<file path="src/emsf_pkg.sv">
`timescale 1ns / 1ps

package emsf_pkg;

   // Section framing constants
   localparam logic [7:0]  TABLE_ID       = 8'h3e;
   localparam logic [7:0]  LEN_FLAGS      = 8'hb0;
   localparam logic [7:0]  MPE_FLAGS      = 8'hc1;
   localparam logic [11:0] MAX_LEN_RESET  = 12'd4080;
   localparam logic [15:0] ETH_HDR_BYTES  = 16'd14;
   localparam logic [15:0] POS_MAX        = 16'hffff;
   localparam logic [15:0] MAC_BYTES      = 16'd6;
   localparam logic [15:0] POS_ETYPE_HI   = 16'd12;
   localparam logic [15:0] POS_ETYPE_LO   = 16'd13;
   localparam logic [7:0]  ETYPE_IPV4_HI  = 8'h08;
   localparam logic [7:0]  ETYPE_IPV4_LO  = 8'h00;

   // Header is 12 bytes, index 0..11; trailer is 4 CRC bytes, index 0..3
   localparam logic [3:0]  HDR_LAST_IDX   = 4'd11;
   localparam logic [3:0]  CRC_LAST_IDX   = 4'd3;

   // MPEG-2 CRC-32
   localparam logic [31:0] CRC_POLY       = 32'h04c11db7;
   localparam logic [31:0] CRC_INIT       = 32'hffffffff;

   // Command queue between front and back
   localparam int          CMD_DEPTH      = 16;
   localparam int          CMD_PTR_W      = $clog2(CMD_DEPTH);

   typedef enum logic [1:0] {
      BK_CMD,
      BK_HDR,
      BK_CRC
   } back_state_type;

   // One unit of work for the back end: a section header or a payload byte
   typedef struct packed {
      logic            is_hdr;
      logic [7:0]      data;
      logic            last;
      logic [11:0]     sec_len;
      logic [5:0][7:0] mac;
   } cmd_type;

   // One CRC update over a byte, MSB first
   function automatic logic [31:0] crc_step(logic [31:0] crc, logic [7:0] b);
      logic [31:0] c;
      c = crc ^ {b, 24'h000000};
      for (int i = 0; i < 8; i++) begin
         c = c[31] ? ((c << 1) ^ CRC_POLY) : (c << 1);
      end
      return c;
   endfunction

   // Byte idx of the MPE section header
   function automatic logic [7:0] hdr_byte(logic [3:0] idx, logic [11:0] sec_len,
                                           logic [5:0][7:0] mac);
      logic [7:0] b;
      case (idx)
         4'd0:    b = TABLE_ID;
         4'd1:    b = LEN_FLAGS | {4'h0, sec_len[11:8]};
         4'd2:    b = sec_len[7:0];
         4'd3:    b = mac[5];
         4'd4:    b = mac[4];
         4'd5:    b = MPE_FLAGS;
         4'd6:    b = 8'h00;
         4'd7:    b = 8'h00;
         4'd8:    b = mac[3];
         4'd9:    b = mac[2];
         4'd10:   b = mac[1];
         4'd11:   b = mac[0];
         default: b = 8'h00;
      endcase
      return b;
   endfunction

endpackage

</file>
<file path="src/ethernet_to_mpe_section_framer.sv">
`timescale 1ns / 1ps
// Ethernet frame to DVB MPE datagram section framer.
// Input queue port (req_push/req_full): one Ethernet byte per transfer with
// the frame length and a last-byte flag. Frames that are too short, longer
// than csr_max_frame_length or not IPv4 are dropped without output.
// Output queue port (rsp_empty/rsp_pop): section bytes in order, the 12-byte
// MPE header, the payload, then the CRC-32 big-endian, rsp_section_end on
// the final CRC byte.
// Config port (csr_valid/csr_ready): csr_ready is always high; write only
// while the block is idle. Reset value of the limit is 4080.
// A section byte passes through the command queue and then the output
// register before it shows on the output. Throughput: one input byte per
// cycle while the command queue has room. The back end emits one byte per
// cycle while the receiver takes them, N + 2 bytes for a kept frame of N
// bytes; a 16-entry command queue absorbs the header burst and CRC tail, and
// req_full rises when it fills. When the receiver stalls, results wait in the
// output register and command queue, and input stalls once the queue is full.
// Synchronous reset empties everything and restores the length limit.
module ethernet_to_mpe_section_framer (
   input  logic        clock,
   input  logic        reset,
   input  logic        req_push,
   output logic        req_full,
   input  logic [7:0]  req_frame_byte,
   input  logic [15:0] req_frame_length,
   input  logic        req_last_byte,
   output logic        rsp_empty,
   input  logic        rsp_pop,
   output logic [7:0]  rsp_section_byte,
   output logic        rsp_section_end,
   input  logic        csr_valid,
   output logic        csr_ready,
   input  logic [11:0] csr_max_frame_length
);

   emsf_pkg::cmd_type wr_cmd, rd_cmd;
   logic              cmd_push, cmd_full, cmd_pop, cmd_empty;

   // Front: parse and classify frame bytes
   emsf_front u_front (
      .clock                (clock),
      .reset                (reset),
      .req_push             (req_push),
      .req_frame_byte       (req_frame_byte),
      .req_frame_length     (req_frame_length),
      .req_last_byte        (req_last_byte),
      .req_full             (req_full),
      .csr_valid            (csr_valid),
      .csr_ready            (csr_ready),
      .csr_max_frame_length (csr_max_frame_length),
      .cmd_full             (cmd_full),
      .cmd_push             (cmd_push),
      .cmd                  (wr_cmd)
   );

   // Command queue
   emsf_cmd_fifo u_cmd_fifo (
      .clock  (clock),
      .reset  (reset),
      .push   (cmd_push),
      .wr_cmd (wr_cmd),
      .full   (cmd_full),
      .pop    (cmd_pop),
      .rd_cmd (rd_cmd),
      .empty  (cmd_empty)
   );

   // Back: header, payload and CRC emission
   emsf_back u_back (
      .clock            (clock),
      .reset            (reset),
      .cmd_empty        (cmd_empty),
      .cmd              (rd_cmd),
      .cmd_pop          (cmd_pop),
      .rsp_empty        (rsp_empty),
      .rsp_pop          (rsp_pop),
      .rsp_section_byte (rsp_section_byte),
      .rsp_section_end  (rsp_section_end)
   );

endmodule

</file>
<file path="src/emsf_front.sv">
`timescale 1ns / 1ps

module emsf_front (
   input  logic                clock,
   input  logic                reset,
   input  logic                req_push,
   input  logic [7:0]          req_frame_byte,
   input  logic [15:0]         req_frame_length,
   input  logic                req_last_byte,
   output logic                req_full,
   input  logic                csr_valid,
   output logic                csr_ready,
   input  logic [11:0]         csr_max_frame_length,
   input  logic                cmd_full,
   output logic                cmd_push,
   output emsf_pkg::cmd_type   cmd
);

   logic [11:0]     max_len_ff;
   logic [15:0]     pos_ff, pos_in;
   logic [5:0][7:0] mac_ff;
   logic [7:0]      etype_hi_ff, etype_hi_in;
   logic            dropped_ff, dropped_in;
   logic            accept;
   logic            keep;
   logic [15:0]     len_full;

   assign req_full  = cmd_full;
   assign csr_ready = 1'b1;
   assign accept    = req_push && !cmd_full;

   // Length limit register
   always_ff @(posedge clock) begin
      if (reset) begin
         max_len_ff <= emsf_pkg::MAX_LEN_RESET;
      end else if (csr_valid && csr_ready) begin
         max_len_ff <= csr_max_frame_length;
      end
   end

   // Frame checks at the low ethertype byte
   assign len_full = req_frame_length - 16'd1;
   assign keep = (req_frame_length > emsf_pkg::ETH_HDR_BYTES)
              && (req_frame_length <= {4'h0, max_len_ff})
              && (etype_hi_ff == emsf_pkg::ETYPE_IPV4_HI)
              && (req_frame_byte == emsf_pkg::ETYPE_IPV4_LO)
              && !req_last_byte;

   // Classify the byte, build the command
   always_comb begin
      pos_in         = pos_ff;
      etype_hi_in    = etype_hi_ff;
      dropped_in     = dropped_ff;
      cmd_push       = 1'b0;
      cmd.is_hdr     = 1'b0;
      cmd.data       = req_frame_byte;
      cmd.last       = req_last_byte;
      cmd.sec_len    = len_full[11:0];
      cmd.mac        = mac_ff;
      if (accept) begin
         if (!dropped_ff) begin
            if (pos_ff == emsf_pkg::POS_ETYPE_HI) begin
               etype_hi_in = req_frame_byte;
            end else if (pos_ff == emsf_pkg::POS_ETYPE_LO) begin
               if (keep) begin
                  cmd_push   = 1'b1;
                  cmd.is_hdr = 1'b1;
               end else begin
                  dropped_in = 1'b1;
               end
            end else if (pos_ff > emsf_pkg::POS_ETYPE_LO) begin
               cmd_push = 1'b1;
            end
         end
         if (req_last_byte) begin
            pos_in      = '0;
            etype_hi_in = '0;
            dropped_in  = 1'b0;
         end else if (pos_ff != emsf_pkg::POS_MAX) begin
            pos_in = pos_ff + 16'd1;
         end
      end
   end

   always_ff @(posedge clock) begin
      if (reset) begin
         pos_ff      <= '0;
         etype_hi_ff <= '0;
         dropped_ff  <= 1'b0;
      end else begin
         pos_ff      <= pos_in;
         etype_hi_ff <= etype_hi_in;
         dropped_ff  <= dropped_in;
      end
   end

   // Destination MAC capture, bytes 0..5
   always_ff @(posedge clock) begin
      if (accept && !dropped_ff && (pos_ff < emsf_pkg::MAC_BYTES)) begin
         mac_ff[pos_ff[2:0]] <= req_frame_byte;
      end
   end

endmodule

</file>
<file path="src/emsf_cmd_fifo.sv">
`timescale 1ns / 1ps

module emsf_cmd_fifo (
   input  logic                clock,
   input  logic                reset,
   input  logic                push,
   input  emsf_pkg::cmd_type   wr_cmd,
   output logic                full,
   input  logic                pop,
   output emsf_pkg::cmd_type   rd_cmd,
   output logic                empty
);

   emsf_pkg::cmd_type                 slot_ff [emsf_pkg::CMD_DEPTH];
   logic [emsf_pkg::CMD_PTR_W-1:0]    wr_ptr_ff, rd_ptr_ff;
   logic [emsf_pkg::CMD_PTR_W:0]      count_ff;
   logic                              do_push, do_pop;

   assign full    = (count_ff == (emsf_pkg::CMD_PTR_W + 1)'(emsf_pkg::CMD_DEPTH));
   assign empty   = (count_ff == '0);
   assign do_push = push && !full;
   assign do_pop  = pop && !empty;
   assign rd_cmd  = slot_ff[rd_ptr_ff];

   // Pointers and fill level
   always_ff @(posedge clock) begin
      if (reset) begin
         wr_ptr_ff <= '0;
         rd_ptr_ff <= '0;
         count_ff  <= '0;
      end else begin
         if (do_push) begin
            wr_ptr_ff <= wr_ptr_ff + 1'b1;
         end
         if (do_pop) begin
            rd_ptr_ff <= rd_ptr_ff + 1'b1;
         end
         if (do_push && !do_pop) begin
            count_ff <= count_ff + 1'b1;
         end else if (do_pop && !do_push) begin
            count_ff <= count_ff - 1'b1;
         end
      end
   end

   // Entry storage
   always_ff @(posedge clock) begin
      if (do_push) begin
         slot_ff[wr_ptr_ff] <= wr_cmd;
      end
   end

endmodule

</file>
<file path="src/emsf_back.sv">
`timescale 1ns / 1ps

module emsf_back (
   input  logic                clock,
   input  logic                reset,
   input  logic                cmd_empty,
   input  emsf_pkg::cmd_type   cmd,
   output logic                cmd_pop,
   output logic                rsp_empty,
   input  logic                rsp_pop,
   output logic [7:0]          rsp_section_byte,
   output logic                rsp_section_end
);

   emsf_pkg::back_state_type state_ff, state_in;
   emsf_pkg::cmd_type        hold_ff, hold_in;
   logic [3:0]               cnt_ff, cnt_in;
   logic [31:0]              crc_ff, crc_in;
   logic                     out_valid_ff, out_valid_in;
   logic [7:0]               out_byte_ff, out_byte_in;
   logic                     out_end_ff, out_end_in;
   logic                     adv;
   logic                     emit;
   logic [7:0]               ebyte;
   logic                     eend;
   logic [7:0]               crc_sel;

   assign rsp_empty        = !out_valid_ff;
   assign rsp_section_byte = out_byte_ff;
   assign rsp_section_end  = out_end_ff;

   // Output slot frees when empty or taken this cycle
   assign adv = !out_valid_ff || rsp_pop;

   // CRC trailer byte, most significant first
   always_comb begin
      case (cnt_ff[1:0])
         2'd0:    crc_sel = crc_ff[31:24];
         2'd1:    crc_sel = crc_ff[23:16];
         2'd2:    crc_sel = crc_ff[15:8];
         default: crc_sel = crc_ff[7:0];
      endcase
   end

   // Sequencer: one section byte per cycle while the output slot frees
   always_comb begin
      state_in = state_ff;
      hold_in  = hold_ff;
      cnt_in   = cnt_ff;
      crc_in   = crc_ff;
      cmd_pop  = 1'b0;
      emit     = 1'b0;
      ebyte    = 8'h00;
      eend     = 1'b0;
      case (state_ff)
         emsf_pkg::BK_CMD: begin
            if (adv && !cmd_empty) begin
               cmd_pop = 1'b1;
               emit    = 1'b1;
               if (cmd.is_hdr) begin
                  ebyte    = emsf_pkg::hdr_byte(4'd0, cmd.sec_len, cmd.mac);
                  hold_in  = cmd;
                  cnt_in   = 4'd1;
                  state_in = emsf_pkg::BK_HDR;
               end else begin
                  ebyte = cmd.data;
                  if (cmd.last) begin
                     cnt_in   = 4'd0;
                     state_in = emsf_pkg::BK_CRC;
                  end
               end
               crc_in = emsf_pkg::crc_step(crc_ff, ebyte);
            end
         end
         emsf_pkg::BK_HDR: begin
            if (adv) begin
               emit   = 1'b1;
               ebyte  = emsf_pkg::hdr_byte(cnt_ff, hold_ff.sec_len, hold_ff.mac);
               crc_in = emsf_pkg::crc_step(crc_ff, ebyte);
               cnt_in = cnt_ff + 4'd1;
               if (cnt_ff == emsf_pkg::HDR_LAST_IDX) begin
                  state_in = emsf_pkg::BK_CMD;
               end
            end
         end
         emsf_pkg::BK_CRC: begin
            if (adv) begin
               emit   = 1'b1;
               ebyte  = crc_sel;
               cnt_in = cnt_ff + 4'd1;
               if (cnt_ff == emsf_pkg::CRC_LAST_IDX) begin
                  eend     = 1'b1;
                  crc_in   = emsf_pkg::CRC_INIT;
                  state_in = emsf_pkg::BK_CMD;
               end
            end
         end
         default: begin
            state_in = emsf_pkg::BK_CMD;
         end
      endcase
   end

   // Output register
   always_comb begin
      out_valid_in = out_valid_ff;
      out_byte_in  = out_byte_ff;
      out_end_in   = out_end_ff;
      if (adv) begin
         out_valid_in = emit;
         out_byte_in  = ebyte;
         out_end_in   = eend;
      end
   end

   always_ff @(posedge clock) begin
      if (reset) begin
         state_ff     <= emsf_pkg::BK_CMD;
         cnt_ff       <= '0;
         crc_ff       <= emsf_pkg::CRC_INIT;
         out_valid_ff <= 1'b0;
      end else begin
         state_ff     <= state_in;
         cnt_ff       <= cnt_in;
         crc_ff       <= crc_in;
         out_valid_ff <= out_valid_in;
      end
   end

   always_ff @(posedge clock) begin
      hold_ff     <= hold_in;
      out_byte_ff <= out_byte_in;
      out_end_ff  <= out_end_in;
   end

endmodule

</file>
<file path="config.mk">
export PLATFORM = sky130hd
export DESIGN_NAME = ethernet_to_mpe_section_framer
export DESIGN_NICKNAME = d
export VERILOG_FILES = /design/src/emsf_pkg.sv /design/src/ethernet_to_mpe_section_framer.sv /design/src/emsf_front.sv /design/src/emsf_cmd_fifo.sv /design/src/emsf_back.sv
export SDC_FILE = /design/constraint.sdc
export NUM_CORES = 1
export LEC_CHECK = 0
export ABC_AREA = 0
export BUFFER_PORTS_ARGS = -buffer_cell sky130_fd_sc_hd__buf_2
export CORE_ASPECT_RATIO = 1.75
export CORE_MARGIN = 5
export CORE_UTILIZATION = 50
export CTS_CLUSTER_DIAMETER = 150
export DETAILED_ROUTE_END_ITERATION = 7
export PLACE_DENSITY = 0.68
export SETUP_SLACK_MARGIN = 0.3
export SYNTH_ARGS = -nofsm -noshare
export SYNTH_HDL_FRONTEND = slang
export SYNTH_HIERARCHICAL = 1
export SYNTH_SLANG_ARGS = --single-unit
export TNS_END_PERCENT = 50
</file>
<file path="constraint.sdc">
create_clock -name clock -period 11.7 [get_ports clock]
set_clock_uncertainty 0.05 [all_clocks]
set_input_delay 1.755 -clock clock [delete_from_list [all_inputs] [get_ports clock]]
set_output_delay 1.755 -clock clock [all_outputs]
set_load 0.01 [all_outputs]
</file>
; ---- After elaboration in Yosys (flattened, before gate mapping)
; Memories as Yosys holds them, arrays and structs flattened. A register that Yosys moved wholly into a read port is not among the register bits.
; Index checks and enable logic that the tools add are counted.
[totals]
out_inout_bits = 12
ramBits = 1120
in_bits = 42
mem_count = 1
elab_cells = 198
reg_bits = 206
[mem_list]
columns = memory, words, word_bits, rd, rd_ports_with_merged_regs, write_ports, line_no
row1 = u_cmd_fifo.slot_ff, 16, 70, 1, 1, 1, emsf_cmd_fifo.sv:14  ; emsf_pkg::cmd_type slot_ff [emsf_pkg::CMD_DEPTH];
[classes]
add_sub_neg = 7
eq_ne = 26
n_mux = 76
bitwise_logic = 18
order_cmp = 6
n_reduce_logical = 38
[op_table]
columns = operator, n
row1 = $mux W27, 16
row2 = $not A14 Y14, 16
row3 = $mux W32, 4
row4 = $pmux W32 S3, 1
row5 = $mux W8, 10
row6 = $pmux W8 S10, 1
row7 = $xor A32 B32 Y32, 2
row8 = $bwmux W48, 1
row9 = $pmux W8 S3, 2
row10 = $eq A16 B4 Y1 const B, 2
row11 = $gt A16 B4 Y1 const B, 2
row12 = $mux W16, 2
row13 = $demux W8 S3, 1
row14 = $mux W4, 6
row15 = $mux W1, 20
row16 = $add A16 B1 Y16 const B, 1
row17 = $eq A4 B4 Y1 const B, 4
row18 = $le A16 B12 Y1, 1
row19 = $lt A16 B3 Y1 const B, 1
row20 = $ne A16 B16 Y1 const B, 1
row21 = $mux W2, 7
row22 = $logic_and A1 B1 Y1, 13
row23 = $add A4 B1 Y4 const B, 3
row24 = $ne A2 B1 Y1 const B, 6
row25 = other kinds (32), 48

; ---- Longest topological paths before layout
[logic_depth]
depth_word = 24
depth_mapped = 16
depth_no_buf = 15

; ---- Modules after synthesis
; Netlist, hierarchy kept.
[modules_own_cells]
columns = module, seq_area_each_um2, instances, cells_per_inst, area_per_inst_um2
row1 = emsf_cmd_fifo, 33972.6, 1, 1818, 42708.5
row2 = emsf_back, 2852.7, 1, 638, 6668.9
row3 = emsf_front, 2182.1, 1, 351, 3912.5

; ---- Worst setup path before layout
; No wires, ideal clock.
[synth_path]
kind = in2reg
from = input req_frame_length[14]
to = memory u_cmd_fifo/slot_ff[0][0] in the netlist's numbering, enable pin
required_ns = 11.066
setup_ns = 0.584
arrival_ns = 8.279
slack_ns = 2.787
stages = 8
n_path_buf = 1
cell_sequence = or4_4 or4_4 o22ai_2 o21a_1 o21a_1 buf_6 nand2_1 nor3_1
[synth_via]
elab_chain_cells = 13
word_cells_on_any_way = 14
classes_between = order compare: 2 / mux: 7 / reduce/logical: 5
[synth_rtl]
columns = element, line_no
row1 = start: declaration, ethernet_to_mpe_section_framer.sv:25  ; input logic [15:0] req_frame_length,
row2 = $gt A16 B4 Y1 / $le A16 B12 Y1 (equally long branches), "emsf_front.sv:43, emsf_front.sv:44"
row3 = $logic_and A1 B1 Y1 (*), emsf_front.sv:44  ; && (req_frame_length <= {4'h0, max_len_ff})
row4 = $logic_and A1 B1 Y1 (*), emsf_front.sv:45  ; && (etype_hi_ff == emsf_pkg::ETYPE_IPV4_HI)
row5 = $logic_and A1 B1 Y1 (*), emsf_front.sv:46  ; && (req_frame_byte == emsf_pkg::ETYPE_IPV4_LO)
row6 = $logic_and A1 B1 Y1 (*), emsf_front.sv:47  ; && !req_last_byte;
row7 = $mux W1 (*), emsf_front.sv:65  ; if (keep) begin
row8 = $mux W1 (*), emsf_front.sv:64  ; end else if (pos_ff == emsf_pkg::POS_ETYPE_LO) begin
row9 = $mux W1 (*), emsf_front.sv:62  ; if (pos_ff == emsf_pkg::POS_ETYPE_HI) begin
row10 = $mux W1 (*), emsf_front.sv:61  ; if (!dropped_ff) begin
row11 = $mux W1 (*), emsf_front.sv:60  ; if (accept) begin
row12 = net cmd_push, ethernet_to_mpe_section_framer.sv:37  ; logic cmd_push, cmd_full, cmd_pop, cmd_empty;
row13 = $logic_and A1 B1 Y1 (*), emsf_cmd_fifo.sv:21  ; assign do_push = push && !full;
row14 = net u_cmd_fifo.do_push, emsf_cmd_fifo.sv:17  ; logic do_push, do_pop;
row15 = $mux W1 (*), emsf_cmd_fifo.sv:48  ; if (do_push) begin
row16 = $mux W1 (implied by the code) (*), emsf_cmd_fifo.sv:49  ; slot_ff[wr_ptr_ff] <= wr_cmd;
row17 = end: declaration, emsf_cmd_fifo.sv:14
; Mark *: on every way through the listed nets, which the timed path passes. The rest lies on a longest branch.

; ---- Worst setup path in the final report
[layout_path]
from = input req_frame_length[11]
to = memory u_cmd_fifo/slot_ff[9][61] in the netlist's numbering, enable pin
[layout_via]
elab_chain_cells = 13
word_cells_on_any_way = 14
classes_between = order compare: 2 / mux: 7 / reduce/logical: 5
[layout_rtl]
columns = element, line_no
row1 = $gt A16 B4 Y1 / $le A16 B12 Y1 (equally long branches), "emsf_front.sv:43, emsf_front.sv:44"
row2 = $logic_and A1 B1 Y1 (*), emsf_front.sv:44
row3 = $logic_and A1 B1 Y1 (*), emsf_front.sv:45
row4 = $logic_and A1 B1 Y1 (*), emsf_front.sv:46
row5 = $logic_and A1 B1 Y1 (*), emsf_front.sv:47
row6 = $mux W1 (*), emsf_front.sv:65
row7 = $mux W1 (*), emsf_front.sv:64
row8 = $mux W1 (*), emsf_front.sv:62
row9 = $mux W1 (*), emsf_front.sv:61
row10 = $mux W1 (*), emsf_front.sv:60
row11 = net cmd_push, ethernet_to_mpe_section_framer.sv:37
row12 = $logic_and A1 B1 Y1 (*), emsf_cmd_fifo.sv:21
row13 = $mux W1 (*), emsf_cmd_fifo.sv:48
row14 = $mux W1 (implied by the code) (*), emsf_cmd_fifo.sv:49
; Marks and branches as above.

==> impl_results.md <==
- H-tree Lvls: 3
- Nets@finish: 2956
- CTS Sinks: 1330
- First-pass GRT wire length: 197 mm
- Crit-path max FO: 42
- Layout cells sized above 1: 20.7%
- Min-delay src: u_front/max_len_ff[10]$_SDFFE_PP1P_
- I/O pin cnt: 54
- DR WL met2: 74.6 mm
- DRC Markers: 0
- Fmax: 0.174 GHz
- Post-synthesis sequential area ratio: between 70% and 80%
- Maximum vdd ir drop: 0.132 mV
- Max_cap viols: 0
- Crit path DAT: 6.04 ns
- Slew headroom: 17.9%
- Worst setup EP type: register
- # port buffers: 52
- Number of enable flip-flop cells after synthesis: around 1200
- Initial antenna violation count: 2
- Post-CTS Setup Inserts: 0
- Worst hold margin: 0.452 ns
- Hold EP: u_front/max_len_ff[10]$_SDFFE_PP1P_
- Worst Path Required: 11.98 ns
- Ys async rst share: 0%
- CP startpoint kind: input pin
- Final Hold Viols: 0
- DRT iter0 DRCs: 2744
- Starting Density: 50.3%
- Slowest CP cell: nor2_4
- Cell Pwr Density: 169 nW/um^2
- Worst-Margin Slew: 1.23 ns
- Worst-Skew Late Latency: ~0.73 ns
- Max Used Layer: met4
- Leakage power: approximately 0.018 uW
- Yosys reg bits: 1330
- Drt pass-1 iters: 5
- Ys Warns: 6
- Worst hold path class: register to register
- Global route overflow: 0
- WL met3: 8.40 mm
- Most common cell after layout, fill and taps aside: edfxtp_1
- Most frequent cell on the critical path: o21a_1
- Die H: 442 um
- Die W: around 260 um
- Largest net degree at the start of global routing: between 60 and 70
- Gate Count Post-Synth: 2807
- Final wirelength: 135 mm
- M1 WL: approximately 47 mm
- Routability cong.: 0.882
- Wire length per cell: approximately 31 um
- Final period utilization: 49.2%
- Outcome: finished clean
- Synthesis-to-layout area growth: 10.0%
- Post-CTS Hold Buffers: 0
- Die footprint: 113000 sq um
- Root Buffer: clkbuf_16
- Hold Path Depth: 2
- CTS tree: yes
- Setup repair after global routing missed its margin: no
- HPWL after DPL: 82.3 mm
- Clk pin slew, worst setup/hold paths: ~0.060 ns
- Vias in the first global route: between 20000 and 30000
- Clock buffer depth: 3
- Vias: around 27000
- Main synth FF type: edfxtp_1
- Core area: 106000 sq um
- Largest stage delay, worst path: roughly 0.9 ns
- Avg Cell Area, Syn: 19.0 sq um
- Fill count: around 8000
- DR vias/cell: 6.34
- Finish-stage setup viols: 0
- CTS buffer count: 112
- Row Count: 158
- CP cell instances: buf_2 > ha_1 > a21oi_1 > o21ai_0 > or4_4 > o22ai_2 > o21a_1 > o21a_1 > nand2_1 > nor2_4 > buf_4
- Critical path class: input pin to register
- Gr usage total: 23.6%
- Yosys cell types: 87
- R2R Setup Slk: 6.36 ns
- Mapped cell area: 53300 sq um
- Resize count post-CTS: 0
- Aggregate negative setup slack: 0 ns
- Post-route ant nets: 0
- RR Endpoint: u_back/crc_ff[12]$_SDFFE_PP1P_
- Final min period: ~5.8 ns
- FF-to-FF path depth: 12
- Most frequent cells in the layout: 1237 x edfxtp_1, 280 x mux4_2, 151 x a22oi_1
- Mapped Nets: 2885
- Final Max Slew Viols: 0
## flip-flops by register name (all words and copies together), names as in the netlist, named ones only
signal	flops
u_cmd_fifo/slot_ff	1120
u_back/hold_ff	60
u_front/cmd	48
u_back/crc_ff	32
u_front/pos_ff	16
u_front/max_len_ff	12
u_back/rsp_section_byte	8
u_front/etype_hi_ff	8
u_cmd_fifo/count_ff	5
u_back/cnt_ff	4
u_cmd_fifo/rd_ptr_ff	4
u_cmd_fifo/wr_ptr_ff	4
u_back/state_ff	2
u_back/out_valid_ff	1
u_back/rsp_section_end	1
u_front/dropped_ff	1
## metrics by stage
step	instance area (sq um)	worst slack (ns)	utilization [%]	power, uW	cells
after floorplan	53300	2.79	-	6080	2807
after global placement	55100	5.23	52.0	6360	4124
after detailed placement	55100	5.18	52.0	6380	4124
after CTS	58600	5.96	55.3	9950	4331
after global routing	58600	5.75	55.3	10200	4332
final	58600	5.94	55.3	9900	4333
## logic make-up after synthesis
family	count (synthesis)	share of synthesized area (%)
flip-flops	1330	73.2
AO/OA/AOI/OAI	390	5.16
AND/OR/NAND/NOR	385	3.43
multiplexers	291	12.0
buffers and inverters	203	1.88
XOR/XNOR	171	3.43
adder cells (fa/ha/maj)	36	0.859
other	1	0.00704
## report_power, final
group / internal, uW / switching, uW / leakage [uW] / total (uW)
clock: 1950 / 1660 / 0.00171 / 3610
sequential: 5200 / 75.7 / 0.0119 / 5270
combinational: 451 / 569 / 0.00469 / 1020
total: 7600 / 2300 / 0.0183 / 9900
## cells in the mapped netlist (all sizes together) (19+ instances only)
cell	n	share of area (%)
ha	35	0.82
nor3	24	0.23
mux4	280	12
dfxtp	93	3.5
inv	34	0.24
nand3	19	0.18
o21ai	64	0.61
edfxtp	1237	70
nand2	145	1.0
xnor2	109	1.9
clkbuf	80	0.56
o211ai	20	0.29
a21oi	59	0.55
nor2	109	0.77
buf	88	1.1
a22oi	151	2.1
xor2	44	0.74
## worst max-delay path by stage
stage / from / end / slack [ns] / depth (start not counted)
4_1_cts: req_frame_length[11] / u_cmd_fifo/slot_ff[9][17]$_DFFE_PP_ / 5.96 / 11
3_5_place_dp: req_frame_length[11] / u_cmd_fifo/slot_ff[9][51]$_DFFE_PP_ / 5.18 / 11
2_1_floorplan: req_frame_length[14] / u_cmd_fifo/slot_ff[0][0]$_DFFE_PP_ / 2.79 / 8
6_report: req_frame_length[11] / u_cmd_fifo/slot_ff[9][61]$_DFFE_PP_ / 5.94 / 11
3_3_place_gp: req_frame_length[11] / u_cmd_fifo/slot_ff[9][58]$_DFFE_PP_ / 5.23 / 11
5_1_grt: req_frame_length[0] / u_cmd_fifo/slot_ff[9][12]$_DFFE_PP_ / 5.75 / 12
## critical path: cells and delay by family
kind,cells,cell delay [ns]
AO/OA/AOI/OAI,5,1.30
adder cells (fa/ha/maj),1,0.33
buffers and inverters,2,0.95
AND/OR/NAND/NOR,3,1.66
## routing by layer
layer	vias to the layer above	global-route usage (%)
met2	1188	43.8
met3	273	3.64
li1	11500	-
met1	14500	27.5
met4	0	9.40
met5	-	0
## cell type report
class | instances | area (sq um) | area share, %
Inverter | 35 | 131 | 0.224
Tap cell | 1360 | 1700 | 2.90
Antenna cell | 2 | 5.00 | 0.00854
Timing Repair Buffer | 125 | 808 | 1.38
Multi-Input combinational cell | 1274 | 13400 | 22.9
Sequential cell | 1330 | 39000 | 66.6
Clock inverter | 59 | 510 | 0.871
Clock buffer | 148 | 3010 | 5.14
Power figures use the tool's default switching activity.
